==> config.mk <==
export PLATFORM = sky130hd
export DESIGN_NAME = stream_distinct_filter_flat
export DESIGN_NICKNAME = d
export VERILOG_FILES = /design/src/rtl/sdf_pkg.sv /design/src/rtl/sdf_in_if.sv /design/src/rtl/sdf_out_if.sv /design/src/rtl/sdf_seen_ram.sv /design/src/rtl/stream_distinct_filter.sv /design/src/flat_wrapper.sv
export SDC_FILE = /design/constraint.sdc
export NUM_CORES = 2
export LEC_CHECK = 0
export ABC_AREA = 1
export ABC_CLOCK_PERIOD_IN_PS = 22100
export BUFFER_PORTS_ARGS = -buffer_cell sky130_fd_sc_hd__buf_4
export CAP_MARGIN = 20
export CORE_MARGIN = 2
export CORE_UTILIZATION = 31
export CTS_CLUSTER_SIZE = 40
export DETAILED_ROUTE_END_ITERATION = 7
export PLACE_DENSITY = 0.5
export SYNTH_ARGS = -nofsm -noshare
export SYNTH_HDL_FRONTEND = slang
export SYNTH_SLANG_ARGS = --single-unit
==> constraint.sdc <==
create_clock -name clk -period 22.1 [get_ports clk]
set_input_delay 1.105 -clock clk [delete_from_list [all_inputs] [get_ports clk]]
set_output_delay 1.105 -clock clk [all_outputs]
set_load 0.02 [all_outputs]
==> src/rtl/sdf_pkg.sv <==
`default_nettype none
package sdf_pkg;

  // Width of the value field on both channels
  localparam int SDF_DATA_W = 32;

  // Defaults for the top-level parameters
  localparam int SDF_TABLE_DEPTH = 64;
  localparam int SDF_VALUE_WIDTH = 32;

endpackage
`default_nettype wire

==> src/rtl/sdf_in_if.sv <==
`default_nettype none
interface sdf_in_if;
  import sdf_pkg::*;

  logic                         valid;
  logic                         ready;
  logic signed [SDF_DATA_W-1:0] value;
  logic                         last;

  modport source (output valid, output value, output last, input ready);
  modport sink   (input valid, input value, input last, output ready);

endinterface
`default_nettype wire

==> src/rtl/sdf_out_if.sv <==
`default_nettype none
interface sdf_out_if;
  import sdf_pkg::*;

  logic                         valid;
  logic                         ready;
  logic signed [SDF_DATA_W-1:0] value_out;
  logic                         keep;
  logic                         overflow;
  logic                         last_out;

  modport source (output valid, output value_out, output keep, output overflow,
                  output last_out, input ready);
  modport sink   (input valid, input value_out, input keep, input overflow,
                  input last_out, output ready);

endinterface
`default_nettype wire

==> src/rtl/sdf_seen_ram.sv <==
`default_nettype none
// One write port, one read port, registered read data.
module sdf_seen_ram #(
  parameter int DEPTH = 64,
  parameter int WIDTH = 32,
  parameter int AW    = 6
) (
  input  wire logic             clk,
  input  wire logic             we,
  input  wire logic [AW-1:0]    waddr,
  input  wire logic [WIDTH-1:0] wdata,
  input  wire logic             re,
  input  wire logic [AW-1:0]    raddr,
  output logic      [WIDTH-1:0] rdata
);

  logic [WIDTH-1:0] mem [DEPTH];

  always_ff @(posedge clk) begin
    if (we) begin
      mem[waddr] <= wdata;
    end
  end

  always_ff @(posedge clk) begin
    if (re) begin
      rdata <= mem[raddr];
    end
  end

endmodule
`default_nettype wire

==> src/rtl/stream_distinct_filter.sv <==
`default_nettype none
// Duplicate filter for a stream of lists. Each item (value, last) gets one
// result (value_out, keep, overflow, last_out): keep is 1 for the first
// occurrence of a value within the current list and 0 for a repeat. Values
// are matched on their low VALUE_WIDTH bits against a table of up to
// TABLE_DEPTH values held in a single-port-read RAM; when the table is full a
// new value is kept but not stored and overflow is set. The item flagged last
// empties the table for the next list. Items are handled one at a time.
// The RAM scan compares one stored entry per cycle, and a match ends the
// scan early. The next item can be accepted in the cycle after the result
// is loaded. A result waiting in the output register does not block the
// next accept; only loading a new result waits for it. No clearing pass
// is needed after reset.
module stream_distinct_filter
  import sdf_pkg::*;
#(
  parameter int TABLE_DEPTH = SDF_TABLE_DEPTH,
  parameter int VALUE_WIDTH = SDF_VALUE_WIDTH
) (
  input wire logic   clk,
  input wire logic   rst_n,
  sdf_in_if.sink     in_ch,
  sdf_out_if.source  out_ch
);

  // Table address and fill count widths
  localparam int AW = (TABLE_DEPTH > 1) ? $clog2(TABLE_DEPTH) : 1;
  localparam int CW = $clog2(TABLE_DEPTH + 1);

  // Sequencer states
  localparam logic [1:0] ST_IDLE   = 2'd0;
  localparam logic [1:0] ST_SCAN   = 2'd1;
  localparam logic [1:0] ST_FINISH = 2'd2;

  logic [1:0] state_r, state_nxt;

  // Item under work
  logic signed [SDF_DATA_W-1:0] value_r;
  logic [VALUE_WIDTH-1:0]       key_r;
  logic                         last_r;
  logic                         found_r, found_nxt;

  // Fill count and scan pointer
  logic [CW-1:0] count_r, count_nxt;
  logic [AW-1:0] idx_r, idx_nxt;

  // Output register
  logic                         out_valid_r;
  logic signed [SDF_DATA_W-1:0] value_out_r;
  logic                         keep_r;
  logic                         ovf_r;
  logic                         last_out_r;

  logic [VALUE_WIDTH-1:0] in_key;
  logic                   in_fire;
  logic                   out_free;
  logic                   hit;
  logic                   scan_end;
  logic                   table_full;
  logic                   do_load;
  logic                   do_store;

  // RAM ports
  logic                   ram_re;
  logic [AW-1:0]          ram_raddr;
  logic [VALUE_WIDTH-1:0] ram_rdata;

  // Compare key: low VALUE_WIDTH bits, zero-extended when wider than the field
  generate
    if (VALUE_WIDTH <= SDF_DATA_W) begin : g_key_trunc
      assign in_key = in_ch.value[VALUE_WIDTH-1:0];
    end else begin : g_key_ext
      assign in_key = {{(VALUE_WIDTH - SDF_DATA_W){1'b0}}, in_ch.value};
    end
  endgenerate

  assign in_ch.ready = (state_r == ST_IDLE);
  assign in_fire     = in_ch.valid && in_ch.ready;
  assign out_free    = !out_valid_r || out_ch.ready;

  // RAM data in SCAN belongs to entry idx_r, read the cycle before
  assign hit        = (ram_rdata == key_r);
  assign scan_end   = ((CW'(idx_r) + CW'(1)) == count_r);
  assign table_full = (count_r == CW'(TABLE_DEPTH));

  // Reads: entry 0 on accept, next entry while the scan goes on
  always_comb begin
    ram_re    = 1'b0;
    ram_raddr = '0;
    unique case (state_r)
      ST_IDLE: begin
        ram_re    = in_fire;
        ram_raddr = '0;
      end
      ST_SCAN: begin
        ram_re    = !hit && !scan_end;
        ram_raddr = idx_r + AW'(1);
      end
      default: begin
        ram_re    = 1'b0;
        ram_raddr = '0;
      end
    endcase
  end

  assign do_load  = (state_r == ST_FINISH) && out_free;
  assign do_store = do_load && !found_r && !table_full;

  always_comb begin
    state_nxt = state_r;
    found_nxt = found_r;
    idx_nxt   = idx_r;
    count_nxt = count_r;
    unique case (state_r)
      ST_IDLE: begin
        if (in_fire) begin
          found_nxt = 1'b0;
          idx_nxt   = '0;
          // Empty table: nothing to scan
          state_nxt = (count_r == '0) ? ST_FINISH : ST_SCAN;
        end
      end
      ST_SCAN: begin
        if (hit) begin
          found_nxt = 1'b1;
          state_nxt = ST_FINISH;
        end else if (scan_end) begin
          state_nxt = ST_FINISH;
        end else begin
          idx_nxt = idx_r + AW'(1);
        end
      end
      ST_FINISH: begin
        if (do_load) begin
          state_nxt = ST_IDLE;
          if (last_r) begin
            count_nxt = '0;
          end else if (do_store) begin
            count_nxt = count_r + CW'(1);
          end
        end
      end
      default: begin
        state_nxt = ST_IDLE;
      end
    endcase
  end

  always_ff @(posedge clk) begin
    if (!rst_n) begin
      state_r <= ST_IDLE;
      count_r <= '0;
      found_r <= 1'b0;
      idx_r   <= '0;
    end else begin
      state_r <= state_nxt;
      count_r <= count_nxt;
      found_r <= found_nxt;
      idx_r   <= idx_nxt;
    end
  end

  // Item capture
  always_ff @(posedge clk) begin
    if (in_fire) begin
      value_r <= in_ch.value;
      key_r   <= in_key;
      last_r  <= in_ch.last;
    end
  end

  // Output register
  always_ff @(posedge clk) begin
    if (!rst_n) begin
      out_valid_r <= 1'b0;
    end else if (do_load) begin
      out_valid_r <= 1'b1;
    end else if (out_ch.ready) begin
      out_valid_r <= 1'b0;
    end
  end

  always_ff @(posedge clk) begin
    if (do_load) begin
      value_out_r <= value_r;
      keep_r      <= !found_r;
      ovf_r       <= !found_r && table_full;
      last_out_r  <= last_r;
    end
  end

  assign out_ch.valid     = out_valid_r;
  assign out_ch.value_out = value_out_r;
  assign out_ch.keep      = keep_r;
  assign out_ch.overflow  = ovf_r;
  assign out_ch.last_out  = last_out_r;

  // The store lands in FINISH, before the next accept can start a read,
  // so a read never meets a write to the same entry.
  sdf_seen_ram #(
    .DEPTH (TABLE_DEPTH),
    .WIDTH (VALUE_WIDTH),
    .AW    (AW)
  ) u_seen_ram (
    .clk   (clk),
    .we    (do_store),
    .waddr (count_r[AW-1:0]),
    .wdata (key_r),
    .re    (ram_re),
    .raddr (ram_raddr),
    .rdata (ram_rdata)
  );

endmodule
`default_nettype wire

==> src/flat_wrapper.sv <==
// flat-port wrapper written by rule: the top's interface ports become plain ports
module stream_distinct_filter_flat import sdf_pkg::*;
#(
  parameter int TABLE_DEPTH = SDF_TABLE_DEPTH,
  parameter int VALUE_WIDTH = SDF_VALUE_WIDTH
)
  (clk, rst_n, in_ch_valid, in_ch_value, in_ch_last, in_ch_ready, out_ch_valid, out_ch_value_out, out_ch_keep, out_ch_overflow, out_ch_last_out, out_ch_ready);
  sdf_in_if in_ch_i ();
  sdf_out_if out_ch_i ();
  input wire logic clk;
  input wire logic rst_n;
  input wire logic [$bits(in_ch_i.valid)-1:0] in_ch_valid;
  input wire logic [$bits(in_ch_i.value)-1:0] in_ch_value;
  input wire logic [$bits(in_ch_i.last)-1:0] in_ch_last;
  output wire logic [$bits(in_ch_i.ready)-1:0] in_ch_ready;
  output wire logic [$bits(out_ch_i.valid)-1:0] out_ch_valid;
  output wire logic [$bits(out_ch_i.value_out)-1:0] out_ch_value_out;
  output wire logic [$bits(out_ch_i.keep)-1:0] out_ch_keep;
  output wire logic [$bits(out_ch_i.overflow)-1:0] out_ch_overflow;
  output wire logic [$bits(out_ch_i.last_out)-1:0] out_ch_last_out;
  input wire logic [$bits(out_ch_i.ready)-1:0] out_ch_ready;
  assign in_ch_i.valid = in_ch_valid;
  assign in_ch_i.value = in_ch_value;
  assign in_ch_i.last = in_ch_last;
  assign in_ch_ready = in_ch_i.ready;
  assign out_ch_valid = out_ch_i.valid;
  assign out_ch_value_out = out_ch_i.value_out;
  assign out_ch_keep = out_ch_i.keep;
  assign out_ch_overflow = out_ch_i.overflow;
  assign out_ch_last_out = out_ch_i.last_out;
  assign out_ch_i.ready = out_ch_ready;
  stream_distinct_filter #(.TABLE_DEPTH(TABLE_DEPTH), .VALUE_WIDTH(VALUE_WIDTH)) u_core (.clk(clk), .rst_n(rst_n), .in_ch(in_ch_i), .out_ch(out_ch_i));
endmodule
==> results.md <==
- Status: completed
- Warnings from Yosys: 0
- Setup CP Type: flip-flop to flip-flop
- Critical path peak fanout: 92
- Core box area: around 280000 um^2
- Total Die Area: roughly 290000 um^2
- RSZ-0062 raised after global routing: no
- Finished Core Util: 0.3551
- Final hold vios: 0
- Initial Util: 0.3121
- Net Count, Synth: about 7500
- Post-layout net count: between 7000 and 8000
- Setup-failing EPs final: 0
- Maximum root-to-sink buffer count: 3
- Skew final: between 0.03 and 0.04 ns
- Vias in the first global route: approximately 55000
- WL per Instance: 24.82 um
- Clk sinks: 2165
- Routability congestion estimate: 0.8552
- Met2 Use GR: 0.2969
- Clock latency on the worst-skew pair: 0.89 ns
- Die Y: between 500 and 600 um
- CP Capture Type: flip-flop
- Post_cts resized: 0
- CP startpoint kind: flip-flop
- Vias per cell: approximately 5.1
- CTS tree: yes
- Die width: ~540 um
- Clk slew on worst S/H paths: around 0.060 ns
- CP arrival: approximately 6 ns
- Compound-Gate Fraction of Synth Area: 0.06080
- DR iter-0 viols: between 6000 and 7000
- P&R area growth vs syn: 13.80%
- Seq cells post-synth: around 2200
- Share of cells above drive strength 1: 0.08302
- Max Freq: 185.4 MHz
- Hold slack: between 0.3 and 0.4 ns
- DRC errors left: 0
- DR vias: 57850
- Postcts setup bufs: 0
- Netlist cell types: 27
- Antenna violations before repair: 24
- Mux cell area share after synthesis: 0
- CTS buffer count: 220
- Most used routing layer: met2
- Leakage power: 35.43 nW
- Global Route met3 Usage: 0.03207
- Seq/Total Area, Yosys: 0.7355
- Met1 Usage GRT: 0.2765
- CTS Hold Bufs: 0
- Gr ovfl total: 0
- PD cells: a little under 90 nW/um^2
- Maxcap violations: 0
- Worst Path Required: between 20 and 25 ns
- Final period utilization: 0.2441
- Design Area, Final: around 100000 um^2
- GRT Total Usage: 0.1932
- Setup TNS: 0 ns
- Relative slew margins: 0.2414
- Placed cell areas: 93580 um^2
- Synth Area in Adders: 0.0004257
- First-pass GRT wire length: 404700 um
- Place WS: between 15 and 20 ns
- Post-Synth Simple-Gate Area: 0.1516
- I/O Buffers: 73
- Xor-xnor portion of the synthesized cell area: 0.001589
- ANT nets after route: 0
- First-pass DRT Iterations: 6
- Site Rows: between 150 and 200
- Min-delay worst type: input pin to flip-flop
- Min Tclk post-route: around 5.4 ns
- Syn Inst Count: approximately 7500
- Slew @ Worst Pin: approximately 1.1 ns
- Root Driver: clkbuf_16
- Largest family of logic cells by synthesized area: simple AND/OR/NAND/NOR gates
- Final Max Tran Viols: 0
- VDD IR max: 62.53 uV
- Syn_area_per_cell: 11.83 um^2
- H-tree depth: 4
- Pin count of the biggest net entering global routing: 240
- DPL Wire Length: 151600 um
- Total Routed Length: around 280000 um
- PnR worst setup slack: between 15 and 20 ns
- Mapped Area: approximately 88000 um^2
- I/O pins: 74
-- cell type report --
type                       count  area, um^2
tap                         3743        4683
antenna                        7       17.52
timing repair buffer         268        2157
fill                       27510      182200
inverter                     650        2452
clock buffer                 283        5866
multi-input combinational   4188       19480
sequential                  2165       64840
clock inverter               119       834.6
-- metrics by stage --
| step | std cells | power, mW |
|---|---|---|
| 2_1_floorplan | 7452 | 5.092 |
| 3_3_place_gp | 11010 | 5.425 |
| 3_5_place_dp | 11010 | 5.427 |
| 4_1_cts | 11420 | 8.933 |
| 5_1_grt | 11420 | 9.140 |
| 6_report | 11420 | 8.877 |
-- Yosys cell counts, drive strengths merged --
cell type / n / area share
nor3: 5 / 0.00028
clkbuf: 198 / 0.0084
nand4: 9 / 0.00064
xor2: 2 / 0.00020
nor4: 1 / 0.000071
nor2: 620 / 0.026
dfxtp: 17 / 0.0039
o21ai: 515 / 0.029
nand3: 1059 / 0.060
nor3b: 2 / 0.00017
inv: 647 / 0.028
o21a: 1 / 0.000085
ha: 3 / 0.00043
xnor2: 14 / 0.0014
a21oi: 265 / 0.015
clkinv: 3 / 0.00013
nand2: 1499 / 0.064
o211ai: 192 / 0.016
buf: 251 / 0.014
o31ai: 1 / 0.000085
edfxtp: 2148 / 0.73
-- per-layer routing --
metal	up-vias	part of all wire	routed length [um]
met5	-	0.000028	8
met4	2	0.034	9552
met3	392	0.083	23520
met2	2402	0.45	126400
met1	28910	0.44	124000
li1	26140	-	-
-- registers in the layout (all words and copies together) (netlist names) --
register,cells
u_core.found_r,1
u_core.out_ch.keep,1
u_core.value_r,32
u_core.out_ch.valid,1
u_core.idx_r,6
u_core.last_r,1
u_core.u_seen_ram.mem,2048
u_core.out_ch.value_out,32
u_core.out_ch.overflow,1
u_core.u_seen_ram.rdata,32
u_core.out_ch.last_out,1
u_core.count_r,7
u_core.state_r,2
-- report_power, final --
part	internal, mW	total (mW)	switching [mW]	leakage (nW)
Sequential	4.65	4.68	0.0358	19.5
Clock	1.94	3.53	1.58	3.27
Combinational	0.136	0.668	0.532	12.7
Total	6.73	8.88	2.15	35.4
-- cell usage in the layout, fill, tap and decap left out, types with 3 or more instances in the layout --
| cell | Yosys | final |
|---|---|---|
| o211ai_1 | 192 | 192 |
| buf_4 | 6 | 257 |
| clkinvlp_4 | 0 | 4 |
| nand3_1 | 1059 | 1058 |
| dfxtp_1 | 17 | 17 |
| a21oi_1 | 265 | 264 |
| nor3_1 | 5 | 4 |
| xnor2_1 | 14 | 14 |
| diode_2 | 0 | 7 |
| o21ai_0 | 318 | 318 |
| inv_1 | 643 | 642 |
| ha_1 | 3 | 3 |
| clkinv_8 | 0 | 10 |
| nor2_1 | 619 | 552 |
| clkbuf_8 | 0 | 6 |
| clkbuf_1 | 198 | 54 |
| buf_12 | 0 | 10 |
| clkinv_2 | 0 | 34 |
| clkbuf_16 | 0 | 223 |
| bufinv_16 | 0 | 7 |
| clkinv_1 | 3 | 64 |
| nor2_4 | 1 | 68 |
| nand4_1 | 9 | 9 |
| o21ai_1 | 197 | 197 |
| inv_2 | 4 | 4 |
| edfxtp_1 | 2148 | 2148 |
| nand2_1 | 1497 | 1494 |
-- kinds of logic after synthesis --
family,count (synthesis)
AO/OA/AOI/OAI,974
XOR/XNOR,16
buffers and inverters,1099
flip-flops,2165
AND/OR/NAND/NOR,3195
adder cells (fa/ha/maj),3
-- worst max-delay path, stage by stage (launching register included) --
cell and delay, ns:
dfxtp_1 0.45, nand2_2 0.20, nor2_4 0.69, buf_4 0.82
buf_4 0.89, buf_4 0.90, a21oi_1 0.12, o21ai_0 0.11
nand3_1 0.09, nand3_1 0.21, nand3_1 0.10, nand3_1 0.12
nand2_1 0.07
-- final timing paths --
path                                   startpoint                     endpoint  slack, ns  cells after the start
worst max-delay path            u_core.state_r[0]  u_core.u_seen_ram.rdata[14]      16.71                     12
worst min-delay path              in_ch_value[31]           u_core.value_r[31]       0.39                      1
worst max register to register  u_core.state_r[0]  u_core.u_seen_ram.rdata[14]      16.71                     12
worst min register to register  u_core.value_r[8]   u_core.out_ch.value_out[8]       0.46                      0
No activity file was read; power rests on OpenSTA's default activity.
